$ cat src/hdl/etl_pkg.sv
// Shared types and constants of the expression token lexer.
// No dependencies; every other file of the block refers to it by scoped names.
package etl_pkg;

  localparam int MAX_EXPR_LEN_DEF = 4096;
  localparam int CHAR_W           = 8;
  localparam int POS_W            = 12;
  localparam int CLS_W            = 4;
  localparam int CMP_W            = 3;
  localparam int QUEUE_DEPTH      = 4;

  // token classes
  localparam logic [CLS_W-1:0] CLS_STOP     = 4'd0;
  localparam logic [CLS_W-1:0] CLS_DELIM    = 4'd1;
  localparam logic [CLS_W-1:0] CLS_OPERATOR = 4'd2;
  localparam logic [CLS_W-1:0] CLS_COMPARE  = 4'd3;
  localparam logic [CLS_W-1:0] CLS_NUMBER   = 4'd4;
  localparam logic [CLS_W-1:0] CLS_FUNCTION = 4'd5;
  localparam logic [CLS_W-1:0] CLS_LOGICAL  = 4'd6;
  localparam logic [CLS_W-1:0] CLS_VARIABLE = 4'd7;
  localparam logic [CLS_W-1:0] CLS_UNKNOWN  = 4'd8;

  // compare codes
  localparam logic [CMP_W-1:0] CMP_NONE = 3'd0;
  localparam logic [CMP_W-1:0] CMP_EQ   = 3'd1;
  localparam logic [CMP_W-1:0] CMP_GT   = 3'd2;
  localparam logic [CMP_W-1:0] CMP_LT   = 3'd3;
  localparam logic [CMP_W-1:0] CMP_NE   = 3'd4;
  localparam logic [CMP_W-1:0] CMP_LE   = 3'd5;
  localparam logic [CMP_W-1:0] CMP_GE   = 3'd6;

  typedef struct packed {
    logic [CLS_W-1:0]  token_class;
    logic [CHAR_W-1:0] operator_char;
    logic [CMP_W-1:0]  compare_code;
    logic              logical_is_or;
    logic [POS_W-1:0]  token_start;
    logic [POS_W-1:0]  token_length;
  } tok_t;

  // Tokens caused by one character; tok1 is meaningful only when two is set.
  typedef struct packed {
    tok_t tok0;
    tok_t tok1;
    logic two;
  } entry_t;

endpackage

$ cat src/hdl/etl_intf.sv
// Channel interfaces of the expression token lexer: character input and token output.
// Depends on etl_pkg for field widths.
interface etl_in_if;
  logic                        valid;
  logic                        ready;
  logic [etl_pkg::CHAR_W-1:0]  char_code;

  modport source (output valid, output char_code, input ready);
  modport sink   (input valid, input char_code, output ready);
endinterface

interface etl_out_if;
  logic                        valid;
  logic                        ready;
  logic [etl_pkg::CLS_W-1:0]   token_class;
  logic [etl_pkg::CHAR_W-1:0]  operator_char;
  logic [etl_pkg::CMP_W-1:0]   compare_code;
  logic                        logical_is_or;
  logic [etl_pkg::POS_W-1:0]   token_start;
  logic [etl_pkg::POS_W-1:0]   token_length;
  logic                        last_of_run;

  modport source (output valid, output token_class, output operator_char,
                  output compare_code, output logical_is_or, output token_start,
                  output token_length, output last_of_run, input ready);
  modport sink   (input valid, input token_class, input operator_char,
                  input compare_code, input logical_is_or, input token_start,
                  input token_length, input last_of_run, output ready);
endinterface

$ cat src/hdl/etl_front.sv
// Front end: accepts one character per cycle while the queue has room, keeps the lexer
// state and forms the zero, one or two tokens each character causes. Depends on etl_pkg.
module etl_front #(
  parameter int MAX_EXPR_LEN = etl_pkg::MAX_EXPR_LEN_DEF
) (
  input  logic                       clk,
  input  logic                       rst_n,
  input  logic                       in_valid,
  input  logic [etl_pkg::CHAR_W-1:0] in_char_code,
  output logic                       in_ready,
  output logic                       push_valid,
  output etl_pkg::entry_t            push_entry,
  input  logic                       push_ready
);

  localparam int PW = etl_pkg::POS_W;
  localparam int POS_MAX = (1 << PW) - 1;
  localparam logic [PW-1:0] POS_CAP =
    ((MAX_EXPR_LEN - 1) < POS_MAX) ? PW'(MAX_EXPR_LEN - 1) : PW'(POS_MAX);

  localparam logic [1:0] MODE_IDLE = 2'd0;
  localparam logic [1:0] MODE_CMP  = 2'd1;
  localparam logic [1:0] MODE_NUM  = 2'd2;
  localparam logic [1:0] MODE_ID   = 2'd3;

  localparam logic [1:0] FC_EQ = 2'd0;
  localparam logic [1:0] FC_LT = 2'd1;
  localparam logic [1:0] FC_GT = 2'd2;

  localparam logic [2:0] KW_EMPTY = 3'd0;
  localparam logic [2:0] KW_A     = 3'd1;
  localparam logic [2:0] KW_AN    = 3'd2;
  localparam logic [2:0] KW_AND   = 3'd3;
  localparam logic [2:0] KW_O     = 3'd4;
  localparam logic [2:0] KW_OR    = 3'd5;
  localparam logic [2:0] KW_NONE  = 3'd7;

  localparam logic [7:0] CH_NUL    = 8'h00;
  localparam logic [7:0] CH_TAB    = 8'h09;
  localparam logic [7:0] CH_SPACE  = 8'h20;
  localparam logic [7:0] CH_COMMA  = 8'h2C;
  localparam logic [7:0] CH_PERIOD = 8'h2E;
  localparam logic [7:0] CH_SEMI   = 8'h3B;
  localparam logic [7:0] CH_LT     = 8'h3C;
  localparam logic [7:0] CH_EQ     = 8'h3D;
  localparam logic [7:0] CH_GT     = 8'h3E;
  localparam logic [7:0] CH_USCORE = 8'h5F;
  localparam logic [7:0] CH_LPAREN = 8'h28;
  localparam logic [7:0] CH_RPAREN = 8'h29;
  localparam logic [7:0] CH_STAR   = 8'h2A;
  localparam logic [7:0] CH_PLUS   = 8'h2B;
  localparam logic [7:0] CH_MINUS  = 8'h2D;
  localparam logic [7:0] CH_SLASH  = 8'h2F;
  localparam logic [7:0] CH_CARET  = 8'h5E;
  localparam logic [7:0] CH_LBRACE = 8'h7B;
  localparam logic [7:0] CH_RBRACE = 8'h7D;
  localparam logic [7:0] CH_LA     = 8'h61;
  localparam logic [7:0] CH_LD     = 8'h64;
  localparam logic [7:0] CH_LN     = 8'h6E;
  localparam logic [7:0] CH_LO     = 8'h6F;
  localparam logic [7:0] CH_LR     = 8'h72;

  function automatic logic is_digit(input logic [7:0] ch);
    return (ch >= 8'h30) && (ch <= 8'h39);
  endfunction

  function automatic logic is_letter(input logic [7:0] ch);
    return ((ch >= 8'h61) && (ch <= 8'h7A)) || ((ch >= 8'h41) && (ch <= 8'h5A));
  endfunction

  function automatic logic [7:0] to_lower(input logic [7:0] ch);
    return ((ch >= 8'h41) && (ch <= 8'h5A)) ? (ch | 8'h20) : ch;
  endfunction

  function automatic logic is_op(input logic [7:0] ch);
    return (ch == CH_PLUS) || (ch == CH_MINUS) || (ch == CH_STAR) || (ch == CH_SLASH) ||
           (ch == CH_LPAREN) || (ch == CH_RPAREN) || (ch == CH_LBRACE) ||
           (ch == CH_RBRACE) || (ch == CH_CARET);
  endfunction

  function automatic logic [2:0] kw_next(input logic [2:0] k, input logic [7:0] lc);
    logic [2:0] res;
    res = KW_NONE;
    if ((k == KW_A) && (lc == CH_LN)) res = KW_AN;
    if ((k == KW_AN) && (lc == CH_LD)) res = KW_AND;
    if ((k == KW_O) && (lc == CH_LR)) res = KW_OR;
    return res;
  endfunction

  // end minus start, floored at zero and capped
  function automatic logic [PW-1:0] span(input logic [PW:0] e, input logic [PW-1:0] s);
    logic [PW:0] d;
    d = (e >= {1'b0, s}) ? (e - {1'b0, s}) : '0;
    return (d > {1'b0, POS_CAP}) ? POS_CAP : d[PW-1:0];
  endfunction

  logic [1:0]    mode_r, mode_nxt;
  logic [PW-1:0] pos_r, pos_nxt;
  logic [PW-1:0] start_r, start_nxt;
  logic [1:0]    pfc_r, pfc_nxt;
  logic [2:0]    kw_r, kw_nxt;

  logic [7:0]       c;
  logic [7:0]       lc;
  logic             adv;
  logic             f_v, n_v;
  etl_pkg::tok_t    f_tok, n_tok;
  logic [PW:0]      pos_p1;
  logic             acc;

  always_comb begin
    c         = (in_char_code == CH_COMMA) ? CH_PERIOD : in_char_code;
    lc        = to_lower(c);
    pos_p1    = {1'b0, pos_r} + 1'b1;
    mode_nxt  = mode_r;
    start_nxt = start_r;
    pfc_nxt   = pfc_r;
    kw_nxt    = kw_r;
    adv       = 1'b0;
    f_v       = 1'b0;
    n_v       = 1'b0;
    f_tok     = '0;
    n_tok     = '0;
    pos_nxt   = pos_r;

    if ((mode_r == MODE_CMP) && ((c == CH_GT) || (c == CH_EQ))) begin
      // second character of a two-character compare
      n_v                = 1'b1;
      n_tok.token_class  = etl_pkg::CLS_COMPARE;
      n_tok.token_start  = start_r;
      n_tok.token_length = span(pos_p1, start_r);
      case (pfc_r)
        FC_LT:   n_tok.compare_code = (c == CH_GT) ? etl_pkg::CMP_NE : etl_pkg::CMP_LE;
        FC_GT:   n_tok.compare_code = (c == CH_EQ) ? etl_pkg::CMP_GE : etl_pkg::CMP_NONE;
        default: n_tok.compare_code = etl_pkg::CMP_NONE;
      endcase
      mode_nxt = MODE_IDLE;
      adv      = 1'b1;
    end else if ((mode_r == MODE_NUM) && (is_digit(c) || (c == CH_PERIOD))) begin
      adv = 1'b1;
    end else if ((mode_r == MODE_ID) &&
                 (is_letter(c) || is_digit(c) || (c == CH_USCORE) || (c == CH_PERIOD))) begin
      kw_nxt = kw_next(kw_r, lc);
      adv    = 1'b1;
    end else if ((mode_r == MODE_ID) && ((c == CH_LPAREN) || (c == CH_LBRACE))) begin
      // identifier runs into a brace: function, brace included
      n_v                = 1'b1;
      n_tok.token_class  = etl_pkg::CLS_FUNCTION;
      n_tok.token_start  = start_r;
      n_tok.token_length = span(pos_p1, start_r);
      mode_nxt           = MODE_IDLE;
      adv                = 1'b1;
    end else begin
      // drop out of any pending token first
      if (mode_r != MODE_IDLE) begin
        f_v                = 1'b1;
        f_tok.token_start  = start_r;
        f_tok.token_length = span({1'b0, pos_r}, start_r);
        case (mode_r)
          MODE_CMP: begin
            f_tok.token_class  = etl_pkg::CLS_COMPARE;
            f_tok.compare_code = (pfc_r == FC_LT) ? etl_pkg::CMP_LT :
                                 (pfc_r == FC_GT) ? etl_pkg::CMP_GT : etl_pkg::CMP_EQ;
          end
          MODE_NUM: begin
            f_tok.token_class = etl_pkg::CLS_NUMBER;
          end
          default: begin
            if (kw_r == KW_AND) begin
              f_tok.token_class = etl_pkg::CLS_LOGICAL;
            end else if (kw_r == KW_OR) begin
              f_tok.token_class   = etl_pkg::CLS_LOGICAL;
              f_tok.logical_is_or = 1'b1;
            end else begin
              f_tok.token_class = etl_pkg::CLS_VARIABLE;
            end
          end
        endcase
        mode_nxt = MODE_IDLE;
      end

      if (c == CH_NUL) begin
        n_v                = 1'b1;
        n_tok.token_class  = etl_pkg::CLS_STOP;
        n_tok.token_start  = pos_r;
        mode_nxt           = MODE_IDLE;
        start_nxt          = '0;
        pfc_nxt            = FC_EQ;
        kw_nxt             = KW_EMPTY;
      end else begin
        adv = 1'b1;
        if ((c == CH_SPACE) || (c == CH_TAB)) begin
          n_v = 1'b0;
        end else if (c == CH_SEMI) begin
          n_v                 = 1'b1;
          n_tok.token_class   = etl_pkg::CLS_DELIM;
          n_tok.operator_char = c;
          n_tok.token_start   = pos_r;
          n_tok.token_length  = PW'(1);
        end else if (is_op(c)) begin
          n_v                 = 1'b1;
          n_tok.token_class   = etl_pkg::CLS_OPERATOR;
          n_tok.operator_char = c;
          n_tok.token_start   = pos_r;
          n_tok.token_length  = PW'(1);
        end else if ((c == CH_EQ) || (c == CH_LT) || (c == CH_GT)) begin
          mode_nxt  = MODE_CMP;
          start_nxt = pos_r;
          pfc_nxt   = (c == CH_LT) ? FC_LT : (c == CH_GT) ? FC_GT : FC_EQ;
        end else if (is_digit(c)) begin
          mode_nxt  = MODE_NUM;
          start_nxt = pos_r;
        end else if (is_letter(c)) begin
          mode_nxt  = MODE_ID;
          start_nxt = pos_r;
          kw_nxt    = (lc == CH_LA) ? KW_A : (lc == CH_LO) ? KW_O : KW_NONE;
        end else begin
          n_v                = 1'b1;
          n_tok.token_class  = etl_pkg::CLS_UNKNOWN;
          n_tok.token_start  = pos_r;
          n_tok.token_length = PW'(1);
        end
      end
    end

    if (adv && (pos_r < POS_CAP)) begin
      pos_nxt = pos_r + 1'b1;
    end
    if ((c == CH_NUL) && !f_v && (mode_r == MODE_IDLE)) begin
      pos_nxt = '0;
    end
    if ((c == CH_NUL) && f_v) begin
      pos_nxt = '0;
    end
  end

  // pack the flushed token ahead of the fresh one
  always_comb begin
    push_entry      = '0;
    if (f_v) begin
      push_entry.tok0 = f_tok;
      push_entry.tok1 = n_tok;
      push_entry.two  = n_v;
    end else begin
      push_entry.tok0 = n_tok;
    end
  end

  assign in_ready   = push_ready;
  assign push_valid = in_valid && (f_v || n_v);
  assign acc        = in_valid && in_ready;

  always_ff @(posedge clk) begin
    if (!rst_n) begin
      mode_r  <= MODE_IDLE;
      pos_r   <= '0;
      start_r <= '0;
      pfc_r   <= FC_EQ;
      kw_r    <= KW_EMPTY;
    end else if (acc) begin
      mode_r  <= mode_nxt;
      pos_r   <= pos_nxt;
      start_r <= start_nxt;
      pfc_r   <= pfc_nxt;
      kw_r    <= kw_nxt;
    end
  end

  a_stop_rewinds: assert property (@(posedge clk) disable iff (!rst_n)
    (acc && (in_char_code == CH_NUL)) |=> (pos_r == '0) && (mode_r == MODE_IDLE))
    else $error("end of expression did not rewind the position");

  a_start_behind_pos: assert property (@(posedge clk) disable iff (!rst_n)
    (mode_r != MODE_IDLE) |-> (start_r <= pos_r))
    else $error("pending token starts beyond the current position");

endmodule

$ cat src/hdl/etl_queue.sv
// Short queue of token entries between the front end and the output stage.
// Depends on etl_pkg for the entry type and depth.
module etl_queue (
  input  logic            clk,
  input  logic            rst_n,
  input  logic            push_valid,
  input  etl_pkg::entry_t push_entry,
  output logic            push_ready,
  output logic            pop_valid,
  output etl_pkg::entry_t pop_entry,
  input  logic            pop_ready
);

  localparam int DEPTH = etl_pkg::QUEUE_DEPTH;
  localparam int AW    = $clog2(DEPTH);
  localparam int CW    = $clog2(DEPTH + 1);

  etl_pkg::entry_t mem_r [DEPTH];
  logic [AW-1:0]   wr_ptr_r, rd_ptr_r;
  logic [CW-1:0]   count_r;
  logic            do_push, do_pop;

  assign push_ready = (count_r < CW'(DEPTH));
  assign pop_valid  = (count_r != '0);
  assign pop_entry  = mem_r[rd_ptr_r];
  assign do_push    = push_valid && push_ready;
  assign do_pop     = pop_valid && pop_ready;

  always_ff @(posedge clk) begin
    if (do_push) begin
      mem_r[wr_ptr_r] <= push_entry;
    end
  end

  always_ff @(posedge clk) begin
    if (!rst_n) begin
      wr_ptr_r <= '0;
      rd_ptr_r <= '0;
      count_r  <= '0;
    end else begin
      if (do_push) begin
        wr_ptr_r <= (wr_ptr_r == AW'(DEPTH - 1)) ? '0 : wr_ptr_r + 1'b1;
      end
      if (do_pop) begin
        rd_ptr_r <= (rd_ptr_r == AW'(DEPTH - 1)) ? '0 : rd_ptr_r + 1'b1;
      end
      case ({do_push, do_pop})
        2'b10:   count_r <= count_r + 1'b1;
        2'b01:   count_r <= count_r - 1'b1;
        default: count_r <= count_r;
      endcase
    end
  end

  a_count_bound: assert property (@(posedge clk) disable iff (!rst_n)
    count_r <= CW'(DEPTH))
    else $error("queue holds more entries than it has room for");

endmodule

$ cat src/hdl/etl_back.sv
// Output stage: takes entries from the queue and delivers their tokens one per
// transfer through an output register, marking the last of each run. Depends on etl_pkg.
module etl_back (
  input  logic                        clk,
  input  logic                        rst_n,
  input  logic                        pop_valid,
  input  etl_pkg::entry_t             pop_entry,
  output logic                        pop_ready,
  output logic                        out_valid,
  output etl_pkg::tok_t               out_tok,
  output logic                        out_last,
  input  logic                        out_ready
);

  logic          out_valid_r;
  etl_pkg::tok_t out_tok_r;
  logic          out_last_r;
  logic          sec_valid_r;
  etl_pkg::tok_t sec_tok_r;
  logic          load;

  // output register free or emptying this cycle
  assign load      = !out_valid_r || out_ready;
  assign pop_ready = load && !sec_valid_r;

  always_ff @(posedge clk) begin
    if (!rst_n) begin
      out_valid_r <= 1'b0;
      sec_valid_r <= 1'b0;
    end else if (load) begin
      if (sec_valid_r) begin
        out_valid_r <= 1'b1;
        sec_valid_r <= 1'b0;
      end else begin
        out_valid_r <= pop_valid;
        sec_valid_r <= pop_valid && pop_entry.two;
      end
    end
  end

  always_ff @(posedge clk) begin
    if (load) begin
      if (sec_valid_r) begin
        out_tok_r  <= sec_tok_r;
        out_last_r <= 1'b1;
      end else begin
        out_tok_r  <= pop_entry.tok0;
        out_last_r <= !pop_entry.two;
        sec_tok_r  <= pop_entry.tok1;
      end
    end
  end

  assign out_valid = out_valid_r;
  assign out_tok   = out_tok_r;
  assign out_last  = out_last_r;

  a_second_behind_first: assert property (@(posedge clk) disable iff (!rst_n)
    sec_valid_r |-> (out_valid_r && !out_last_r))
    else $error("second token held without its first token on the output");

endmodule

$ cat src/hdl/expression_token_lexer_unit.sv
// Expression token lexer, top level. Ties the front end, the entry queue and the
// output stage to the two channels. Depends on etl_pkg and the etl channel interfaces.
//
// Characters of an expression arrive one per transfer on in_ch, code 0 ending the
// expression; tokens leave on out_ch, each with its class, operator character,
// compare code, and/or flag, start position and length, and last_of_run set on the
// final token caused by a character. A character is taken every cycle while the
// entry queue (four entries) has room; a character causes zero, one or two tokens
// and the output stage delivers at most one token per cycle. Only a character that
// closes a pending token and is itself a one-character token (or the stop code)
// causes two, and it leaves the lexer idle, so the character after it causes at most
// one; the queue absorbs the extra token and the sustained rate is one character per
// cycle while out_ch is ready. A token reaches out_ch through the queue register and
// then the output register. Positions and lengths saturate at
// min(MAX_EXPR_LEN - 1, 4095); after the stop token all lexer state returns to its
// reset values. No clearing pass after reset.
module expression_token_lexer_unit #(
  parameter int MAX_EXPR_LEN = etl_pkg::MAX_EXPR_LEN_DEF
) (
  input  logic       clk,
  input  logic       rst_n,
  etl_in_if.sink     in_ch,
  etl_out_if.source  out_ch
);

  logic            push_valid, push_ready;
  etl_pkg::entry_t push_entry;
  logic            pop_valid, pop_ready;
  etl_pkg::entry_t pop_entry;
  etl_pkg::tok_t   out_tok;
  logic            out_valid, out_last;

  // classify each character and form its tokens
  etl_front #(
    .MAX_EXPR_LEN (MAX_EXPR_LEN)
  ) u_front (
    .clk          (clk),
    .rst_n        (rst_n),
    .in_valid     (in_ch.valid),
    .in_char_code (in_ch.char_code),
    .in_ready     (in_ch.ready),
    .push_valid   (push_valid),
    .push_entry   (push_entry),
    .push_ready   (push_ready)
  );

  // decouple the front end from output back-pressure
  etl_queue u_queue (
    .clk        (clk),
    .rst_n      (rst_n),
    .push_valid (push_valid),
    .push_entry (push_entry),
    .push_ready (push_ready),
    .pop_valid  (pop_valid),
    .pop_entry  (pop_entry),
    .pop_ready  (pop_ready)
  );

  // serialise entries into single-token transfers
  etl_back u_back (
    .clk       (clk),
    .rst_n     (rst_n),
    .pop_valid (pop_valid),
    .pop_entry (pop_entry),
    .pop_ready (pop_ready),
    .out_valid (out_valid),
    .out_tok   (out_tok),
    .out_last  (out_last),
    .out_ready (out_ch.ready)
  );

  assign out_ch.valid         = out_valid;
  assign out_ch.token_class   = out_tok.token_class;
  assign out_ch.operator_char = out_tok.operator_char;
  assign out_ch.compare_code  = out_tok.compare_code;
  assign out_ch.logical_is_or = out_tok.logical_is_or;
  assign out_ch.token_start   = out_tok.token_start;
  assign out_ch.token_length  = out_tok.token_length;
  assign out_ch.last_of_run   = out_last;

endmodule
$ cat src/flat_wrapper.sv
// flat-port wrapper written by rule: the top's interface ports become plain ports
module expression_token_lexer_unit_flat 
#(
  parameter int MAX_EXPR_LEN = etl_pkg::MAX_EXPR_LEN_DEF
)
  (clk, rst_n, in_ch_valid, in_ch_char_code, in_ch_ready, out_ch_valid, out_ch_token_class, out_ch_operator_char, out_ch_compare_code, out_ch_logical_is_or, out_ch_token_start, out_ch_token_length, out_ch_last_of_run, out_ch_ready);
  etl_in_if in_ch_i ();
  etl_out_if out_ch_i ();
  input  logic clk;
  input  logic rst_n;
  input wire logic [$bits(in_ch_i.valid)-1:0] in_ch_valid;
  input wire logic [$bits(in_ch_i.char_code)-1:0] in_ch_char_code;
  output wire logic [$bits(in_ch_i.ready)-1:0] in_ch_ready;
  output wire logic [$bits(out_ch_i.valid)-1:0] out_ch_valid;
  output wire logic [$bits(out_ch_i.token_class)-1:0] out_ch_token_class;
  output wire logic [$bits(out_ch_i.operator_char)-1:0] out_ch_operator_char;
  output wire logic [$bits(out_ch_i.compare_code)-1:0] out_ch_compare_code;
  output wire logic [$bits(out_ch_i.logical_is_or)-1:0] out_ch_logical_is_or;
  output wire logic [$bits(out_ch_i.token_start)-1:0] out_ch_token_start;
  output wire logic [$bits(out_ch_i.token_length)-1:0] out_ch_token_length;
  output wire logic [$bits(out_ch_i.last_of_run)-1:0] out_ch_last_of_run;
  input wire logic [$bits(out_ch_i.ready)-1:0] out_ch_ready;
  assign in_ch_i.valid = in_ch_valid;
  assign in_ch_i.char_code = in_ch_char_code;
  assign in_ch_ready = in_ch_i.ready;
  assign out_ch_valid = out_ch_i.valid;
  assign out_ch_token_class = out_ch_i.token_class;
  assign out_ch_operator_char = out_ch_i.operator_char;
  assign out_ch_compare_code = out_ch_i.compare_code;
  assign out_ch_logical_is_or = out_ch_i.logical_is_or;
  assign out_ch_token_start = out_ch_i.token_start;
  assign out_ch_token_length = out_ch_i.token_length;
  assign out_ch_last_of_run = out_ch_i.last_of_run;
  assign out_ch_i.ready = out_ch_ready;
  expression_token_lexer_unit #(.MAX_EXPR_LEN(MAX_EXPR_LEN)) u_core (.clk(clk), .rst_n(rst_n), .in_ch(in_ch_i), .out_ch(out_ch_i));
endmodule
$ cat config.mk
export PLATFORM = sky130hd
export DESIGN_NAME = expression_token_lexer_unit_flat
export DESIGN_NICKNAME = d
export VERILOG_FILES = /design/src/hdl/etl_pkg.sv /design/src/hdl/etl_intf.sv /design/src/hdl/etl_front.sv /design/src/hdl/etl_queue.sv /design/src/hdl/etl_back.sv /design/src/hdl/expression_token_lexer_unit.sv /design/src/flat_wrapper.sv
export SDC_FILE = /design/constraint.sdc
export NUM_CORES = 1
export LEC_CHECK = 0
export ABC_AREA = 1
export BUFFER_PORTS_ARGS = -buffer_cell sky130_fd_sc_hd__buf_4
export CORE_UTILIZATION = 40
export DETAILED_ROUTE_END_ITERATION = 16
export HOLD_SLACK_MARGIN = 0.03
export PLACE_DENSITY_LB_ADDON = 0.15
export SLEW_MARGIN = 30
export SYNTH_ARGS = -nofsm -noshare
export SYNTH_HDL_FRONTEND = slang
export SYNTH_SLANG_ARGS = --single-unit
$ cat constraint.sdc
create_clock -name clk -period 6.62 [get_ports clk]
set_clock_uncertainty 0.05 [all_clocks]
set_input_delay 0.662 -clock clk [delete_from_list [all_inputs] [get_ports clk]]
set_output_delay 0.662 -clock clk [all_outputs]
set_load 0.01 [all_outputs]
# Yosys cells after proc, flatten, opt, wreduce, memory -nomap -nowiden
# Memories as Yosys holds them, arrays and structs flattened. A register that Yosys moved wholly into a read port is not among the register bits.
# Cells that the tools add are included.
# op_classes
addsub,8
mul,0
n_div,0
n_lt_le_gt_ge,12
eq_ne,48
shifts,0
muxes,132
bitwise,5
n_reduce_logical,60
# ops
op,n
$mux 24,10
$mux 12,18
$mux 27,5
$eq 8x6->1 const B,13
$mux 40,2
$eq 8x7->1 const B,9
$mux 3,20
$mux 2,27
$mux 41,1
$mux 8,5
$mux 1,31
$mux 4,7
$gt 13x12->1 const B,2
$mux 13,2
$logic_and 1x1->1,20
$logic_or 1x1->1,20
$pmux 3 s2,3
$reduce_and 9->1,2
$ge 8x7->1 const B,2
$le 8x7->1 const B,2
$ne 3x2->1 const B,5
$add 12x1->13 const B,1
$ge 13x12->1,1
$sub 12x12->13,1
other kinds (30),56
# totals
register_bits,121
latchBits,0
mem_bits_rw,324
mem_bits_ro,0
input_bits,12
out_inout_bits,43
mem_count,1
# mem_list
name,words,word_bits,rd,rd_clocked_by_memory_dff,write_ports,line,source
u_core.u_queue.mem_r,4,81,1,1,1,etl_queue.sv:18,etl_pkg::entry_t mem_r [DEPTH];

# Logic depth before layout (Yosys ltp)
# Gate-level depths: netlist (run 1).
# logic_depth
depth_word,24
mapped_depth,21
depth_no_buf,21

# Cells and area by module
# Synthesis (run 1) repeated with hierarchy kept, for this count alone.
# hier_totals
cells_unflattened,1935
area_unflattened_um2,20512.2
# modules_own_cells
mod,n_inst,cells_each,area_per_inst_um2
etl_queue,1,847,12558.3
etl_front,1,862,4884.7
etl_back,1,226,3069.2

# Worst setup path after synthesis (run 1)
# No wires, ideal clock.
# synth_timing
kind,input-to-reg
start,in in_ch_char_code[3]
end,"mem u_core.u_queue.mem_r[0][0] in the netlist's numbering, enable pin"
t_arrival_ps,5383
t_required_ps,6051
slack_ps,668
cell_stages,14
n_path_buf,1
path_cell_list,clkbuf_2 -> nand2_1 -> nor2_1 -> nand3_2 -> nand3_1 -> o21ai_1 -> nand2_2 -> nand2_1 -> inv_2 -> nand2_1 -> nand2_1 -> nand2_2 -> nand2_2 -> nor2_1
# synth_between
elab_chain_cells,24
word_cells_on_any_way,71
# synth_rtl
item,line,source
"start, declared",flat_wrapper.sv:12,input wire logic [$bits(in_ch_i.char_code)-1:0] in_ch_char_code;
$eq 8x6->1,etl_front.sv:112,c = (in_char_code == CH_COMMA) ? CH_PERIOD : in_char_code;
$mux 8 *,etl_front.sv:112,
branches (longest 17 deep; another with $ge 8x7->1),--,
$logic_or 1x1->1 *,etl_front.sv:250,assign push_valid = in_valid && (f_v || n_v);
$logic_and 1x1->1 *,etl_front.sv:250,
$logic_and 1x1->1 *,etl_queue.sv:26,assign do_push = push_valid && push_ready;
$mux 1 *,etl_queue.sv:30,if (do_push) begin
$mux 1 (not written as such) *,etl_queue.sv:31,mem_r[wr_ptr_r] <= push_entry;
"end, declared",etl_queue.sv:18,
# Every way passes the cells marked *.

==> run summary, run 1 <==
TritonCTS buffer count: 48
Number of global-route vias before repair: 12942
Fin. Hold Viols: 0
F_max: 252 MHz
Async set-reset flop share out of synthesis: 0
DP Worst Slack: 2080 ps
Port Buf Inserts: 54
Largest family of logic cells by synthesized area: simple AND/OR/NAND/NOR gates
Flops & latches, synth: 442
Via count: 13240
Fin worst setup slack: 2650 ps
DR DRC count: 0
CTS tree: yes
Unique cell type count in the Yosys netlist: 50
Setup violators final: 0
Hold path cells: 4
Worst Setup Path Type: reg -> reg
Routed WL per cell: 19.2 um
CTS Buffer Depth: 3
Reg2reg end: u_core.u_queue.mem_r[3][48]$_DFFE_PP_
H-Tree Depth: 2
Sequential share of the synthesized area: 0.661
Hold EP: u_core.u_back.sec_valid_r$_SDFFE_PN0N_
Core ar.: 47800 um^2
CP Data Arrival Time: 4220 ps
Die area: 49500 um^2
CP Data Required Time: 6860 ps
P per Cell Area: 420 nW/um^2
Post-Synth Simple-Gate Area: 0.149
Fillers: 4416
Final min period: 3970 ps
CP max FO: 8
Root buf cell: clkbuf_16
Post-CTS resize count: 0
HP Start: out_ch_ready
LEAKAGE: 8.47 nW
Final ANT Viol Nets: 0
Worst Tran Pin Value: 988 ps
Adder-Cell Fraction of Synth Area: 0.0282
Most frequent cell after synthesis: edfxtp_1
Hold_buf cts: 0
Post-Syn Area: 19500 um^2
Vias per cell: 5.16
Overall fraction of global-route tracks in use: 0.200
Synth Area in Compound Gates: 0.109
Layout cells sized above 1: 0.0917
Reg-to-reg slack, setup: 2650 ps
Final nets: 1968
Buffers inserted by post-CTS timing repair: 0
Clock Sink Count: 442
Number of synthesis warnings: 0
R2R Path Start: u_core.u_front.pos_r[1]$_SDFFE_PN0P_
HPWL Detailed: 30.9 mm
Hold WC Path Type: in -> reg
Crit path launch type: register
Starting density of the core: 0.407
Final Cycle Share: 0.600
Worst reg2reg path depth: 14
Sum of negative setup slack: 0 ps
Synth top area share: 0.617
XOR/XNOR Fraction of Synth Area: 0.0131
Die height: 223 um
Initial DRC count: 861
Synth top cells by count: edfxtp_1, nor2_1, nand2_1, o21ai_0, inv_1
Setup crit start: u_core.u_front.pos_r[1]$_SDFFE_PN0P_
I/O Pins: 55
First-pass detailed-route iteration total: 5
GRT Residual Overflow: 0
Ys flop type: edfxtp_1
Die extent in x: 223 um
Largest net degree at the start of global routing: 161
Dpl cells: 2479
RSZ-0062 raised after global routing: false
Pins Over Slew Limit: 0
First-pass GRT wire length: 75.8 mm
Placer Congestion: 0.890
Status: completed
Worst vdd ir: 0.283 mV
Worst Setup End Kind: register
Final non-filler cell total: 2567
Rows: 80
Area Growth Syn to Fin: 14.8%
Post-Syn Area per Cell: 10.8 um^2
Synth area leaders: edfxtp_1, nor2_1, o21ai_0, dfxtp_1, nand2_1
Mux share of post-synthesis cell area: 0
Initial antenna violation count: 0
EDFF count, synth: 400
CTS clk-pin slew, worst paths: 60 ps
Worst skew pair latency: 590 ps
Largest area contributor in the netlist: edfxtp_1
Mapped Cells: 1809
Routed WL: 49.2 mm
Max Cap Viol: 0
Worst slew margin: 0.334
-- report_power, final --
| part | switching, W | internal (W) | leakage, nW |
|---|---|---|---|
| clock network | 0.00110 | 0.00154 | 0.753 |
| logic | 0.00188 | 0.000863 | 3.55 |
| registers | 0.000212 | 0.00377 | 4.16 |
| total | 0.00320 | 0.00617 | 8.47 |
-- layer usage --
| layer | vias to the layer above | part of all wire | global-route usage |
|---|---|---|---|
| met4 | 0 | 0.021 | 0.0567 |
| met3 | 70 | 0.035 | 0.0253 |
| met5 | - | 0 | 0 |
| met2 | 234 | 0.47 | 0.328 |
| met1 | 6457 | 0.47 | 0.277 |
| li1 | 6479 | - | - |
-- final cells by class --
| cell class | count | area, um^2 | share of cell area |
|---|---|---|---|
| multi-input combinational | 1241 | 6110 | 0.274 |
| clock inverter | 27 | 263 | 0.0118 |
| timing repair buffer | 74 | 624 | 0.0280 |
| clock buffer | 60 | 1290 | 0.0577 |
| sequential | 442 | 12900 | 0.576 |
| tap | 615 | 769 | 0.0345 |
| inverter | 107 | 412 | 0.0184 |
| antenna | 1 | 2.50 | 0.000112 |
-- flip-flops by register name (all words and copies together) (netlist names), named ones only --
| signal | flops |
|---|---|
| u_core.u_back.sec_tok_r | 39 |
| u_core.u_queue.rd_ptr_r | 2 |
| u_core.u_queue.wr_ptr_r | 2 |
| u_core.u_front.pos_r | 12 |
| u_core.u_back.sec_valid_r | 1 |
| u_core.u_front.kw_r | 3 |
| u_core.u_back.out_tok | 40 |
| u_core.u_back.out_valid | 1 |
| u_core.u_back.out_last | 1 |
| u_core.u_front.mode_r | 2 |
| u_core.u_queue.count_r | 3 |
| u_core.u_front.start_r | 12 |
| u_core.u_front.pfc_r | 2 |
| u_core.u_queue.mem_r | 320 |
-- critical path, cell delays in order, from the launching register on --
cell	delay (ps)
dfxtp_1	490
nand3_1	180
nor3_1	270
nand2_1	110
nor2_1	170
xor2_1	180
inv_1	90
ha_1	360
a21oi_1	150
o21a_1	130
nand2_1	90
a21oi_1	280
xor2_1	470
o21ai_0	170
o21ai_1	520
-- how the worst max path moves through the flow --
stage	cells past startpoint	to
after floorplan	14	u_core.u_queue.mem_r[0][0]$_DFFE_PP_
after global placement	15	u_core.u_queue.mem_r[3][67]$_DFFE_PP_
after detailed placement	15	u_core.u_queue.mem_r[1][4]$_DFFE_PP_
after CTS	14	u_core.u_queue.mem_r[0][51]$_DFFE_PP_
after global routing	14	u_core.u_queue.mem_r[3][48]$_DFFE_PP_
final	14	u_core.u_queue.mem_r[3][48]$_DFFE_PP_
-- layout by cell type, fill, tap and decap left out, types with 3 or more instances in the layout --
cell type and count:
nand3_2 3, buf_4 69, clkinv_1 13, o22ai_1 41
xnor2_1 8, a31oi_1 40, clkbuf_16 49, nor2_1 389
ha_1 39, a21oi_1 71, o21ai_0 210, inv_1 96
a211oi_1 8, nor3_1 16, nand4_1 21, xor2_1 21
inv_2 8, bufinv_16 4, nand2_1 220, clkinv_2 5
conb_1 68, o21ai_1 4, nor2_4 7, clkbuf_1 9
fa_1 3, dfxtp_1 40, edfxtp_1 400, nand2_2 9
nand3_1 39
-- through the flow --
step                power (W)  instance area (um^2)   util  hold WS [ps]
global route          0.00990                 22300  0.467           426
global placement      0.00680                 20700  0.433           428
CTS                   0.00948                 22300  0.467           392
finish                0.00937                 22300  0.467           409
detailed placement    0.00683                 20800  0.434           454
floorplan             0.00579                 19700      -           403
-- kinds of logic (layout without fill, tap and decap cells) --
logic type | Yosys count | after routing
xor gates and xnor gates | 29 | 29
and+or+nand+nor | 713 | 713
AOI/OAI and AO/OA | 389 | 389
other | 1 | 69
adders and majority gates | 42 | 42
DFF | 442 | 442
buffers and inverters | 193 | 268
Power figures use the tool's default switching activity.
==> run 2: changes to the inputs <==
Clock period 6.62 ns to 3.9 ns, I/O delays scaled along.
==> run 2 against run 1 <==
Net effect:
- fmax increased by 11%
- critical endpoint is now u_core.u_queue.mem_r[1][49]$_DFFE_PP_
- highest routed layer unchanged
- flip-flop and latch count is the same
- worst setup slack got worse by 2300 ps
- critical path type unchanged
==> run summary, run 2 (same netlist as run 1, synthesis figures left out) <==
Status: completed
Hold WC Path Type: in -> reg
CTS tree: yes
Die area: 49500 um^2 (unchanged)
Final min period: 3570 ps (-404 ps)
Hold path cells: 4 (unchanged)
Routed WL per cell: 19.0 um (-0.69%)
ANT cells: 0 (-1)
Rows: 80 (unchanged)
Hold_buf cts: 0 (unchanged)
DP Worst Slack: 229 ps (-1850 ps)
Vias per cell: 5.17 (+0.32%)
Layout cells sized above 1: 0.102 (+0.0100)
Buffers inserted by post-CTS timing repair: 0 (unchanged)
Hold EP: u_core.u_back.sec_valid_r$_SDFFE_PN0N_
H-Tree Depth: 2 (unchanged)
CTS Buffer Depth: 3 (unchanged)
Worst Setup Path Type: reg -> reg
First-pass GRT wire length: 75.8 mm (about the same)
CTS clk-pin slew, worst paths: 60 ps (about the same)
Final Core Density: 0.469 (+0.00241)
Fin worst setup slack: 334 ps (-2320 ps)
Clock Sink Count: 442 (unchanged)
R2R Path Start: u_core.u_front.pos_r[0]$_SDFFE_PN0P_
First-pass detailed-route iteration total: 5 (unchanged)
Final nets: 1980 (+0.61%)
Commonest non-fill, non-tap cells in the layout: edfxtp_1, nor2_1, nand2_1
Starting density of the core: 0.407 (unchanged)
CP max FO: 10 (+2)
Pins Over Slew Limit: 0 (unchanged)
Overall fraction of global-route tracks in use: 0.200 (+0.000610)
Commonest non-fill, non-tap cell in the layout: edfxtp_1
Final Cycle Share: 0.914 (+0.315)
Crit path launch type: register
HP Start: out_ch_ready
DR DRC count: 0 (unchanged)
Via count: 13350 (+0.83%)
Largest net degree at the start of global routing: 161 (unchanged)
Initial antenna violation count: 0 (unchanged)
Area Growth Syn to Fin: 15.4%
Die extent in x: 223 um (unchanged)
Die height: 223 um (unchanged)
Worst vdd ir: 0.482 mV (+70%)
Fin. Hold Viols: 0 (unchanged)
TritonCTS buffer count: 47 (-2.1%)
Worst reg2reg path depth: 17 (+3)
Largest register FFs: 320 (unchanged)
Worst Tran Pin Value: 923 ps (-65.1 ps)
Reg2reg end: u_core.u_queue.mem_r[1][49]$_DFFE_PP_
Reg-to-reg slack, setup: 330 ps (-2320 ps)
Max Cap Viol: 0 (unchanged)
Core ar.: 47800 um^2 (unchanged)
CP Data Arrival Time: 3880 ps (-340 ps)
HPWL Detailed: 30.3 mm (-2.0%)
Final ANT Viol Nets: 0 (unchanged)
CP Data Required Time: 4210 ps (-2650 ps)
I/O Pins: 55 (unchanged)
Worst Setup End Kind: register
Placer Congestion: 0.886 (-0.48%)
F_max: 280 MHz (+11%)
Worst skew pair latency: 590 ps (about the same)
Number of global-route vias before repair: 12819 (-0.95%)
Port Buf Inserts: 54 (unchanged)
GRT Residual Overflow: 0 (unchanged)
LEAKAGE: 8.54 nW (+0.78%)
Routed WL: 49.1 mm (-0.19%)
RSZ-0062 raised after global routing: false
Largest Register: u_core.u_queue.mem_r
P per Cell Area: 708 nW/um^2 (+69%)
Worst slew margin: 0.384 (+0.0495)
Initial DRC count: 1064 (+24%)
Setup violators final: 0 (unchanged)
Root buf cell: clkbuf_16
[run 2: changes by cell type in the layout (fill, tap and decap cells not counted), sizes merged]
cell | before | now
diode | 1 | 0
bufinv | 4 | 3
inv | 110 | 107
clkinvlp | 2 | 3
buf | 74 | 87
clkbuf | 60 | 59
clkinv | 18 | 23
[run 2: what timing repair did]
action / CTS / global route
setup endpoints to repair: 0 / 32
resized for setup: 0 / 6
hold endpoints to repair: 0 / 0
[run 2: worst max path at each step]
stage	start	to	slack [ps]	depth (start not counted)
2_1_floorplan	in_ch_char_code[3]	u_core.u_queue.mem_r[0][0]$_DFFE_PP_	-450	14
3_3_place_gp	u_core.u_front.pos_r[2]$_SDFFE_PN0P_	u_core.u_queue.mem_r[0][50]$_DFFE_PP_	230	17
3_5_place_dp	u_core.u_front.pos_r[2]$_SDFFE_PN0P_	u_core.u_queue.mem_r[0][50]$_DFFE_PP_	230	17
4_1_cts	u_core.u_front.pos_r[2]$_SDFFE_PN0P_	u_core.u_queue.mem_r[3][50]$_DFFE_PP_	200	17
5_1_grt	u_core.u_front.pos_r[0]$_SDFFE_PN0P_	u_core.u_queue.mem_r[1][49]$_DFFE_PP_	30	17
6_report	u_core.u_front.pos_r[0]$_SDFFE_PN0P_	u_core.u_queue.mem_r[1][49]$_DFFE_PP_	330	17
[run 2: metal layers]
layer	share of wire	vias up	global-route usage
met2	0.45	333	0.314
li1	-	6525	-
met5	0	-	0
met1	0.48	6437	0.288
met4	0.017	0	0.0563
met3	0.054	55	0.0317
[run 2: where the power goes]
part           total (W)  switching [W]  internal (W)  leakage [nW]
sequential       0.00671       0.000312       0.00640          4.16
combinational    0.00486        0.00330       0.00157          3.64
clock            0.00432        0.00182       0.00250         0.734
total             0.0159        0.00543        0.0105          8.54
[run 2: layout make-up]
type | instances | area (um^2)
sequential | 442 | 12900
timing repair buffer | 87 | 782
multi-input combinational | 1241 | 6130
fill | 4429 | 25400
clock buffer | 59 | 1260
tap | 615 | 769
inverter | 107 | 404
clock inverter | 29 | 236
[run 2: stage by stage]
stage | TNS, ps | hold slack (ps) | power [W] | instances | instance area [um^2]
floorplan | -145400 | 403 | 0.00981 | 1876 | 19700
global placement | 0 | 426 | 0.0116 | 2492 | 20900
detailed placement | 0 | 439 | 0.0117 | 2492 | 20900
CTS | 0 | 94.0 | 0.0160 | 2580 | 22400
global route | 0 | 107 | 0.0168 | 2580 | 22400
finish | 0 | 128 | 0.0159 | 2580 | 22400
[run 2: critical path, stage by stage, from the launching register on]
cell     delay, ps
dfxtp_1        430
ha_1           230
nand2_1         70
nor2_1         160
nand3_1        210
nor3_1         230
xor2_1         120
ha_1           360
inv_1           90
nor3_1         260
nand3_1        120
nand4_1        160
nand2_1         70
nand2_1        100
nand2_1         60
inv_1          190
o21ai_0        200
o21ai_1        230
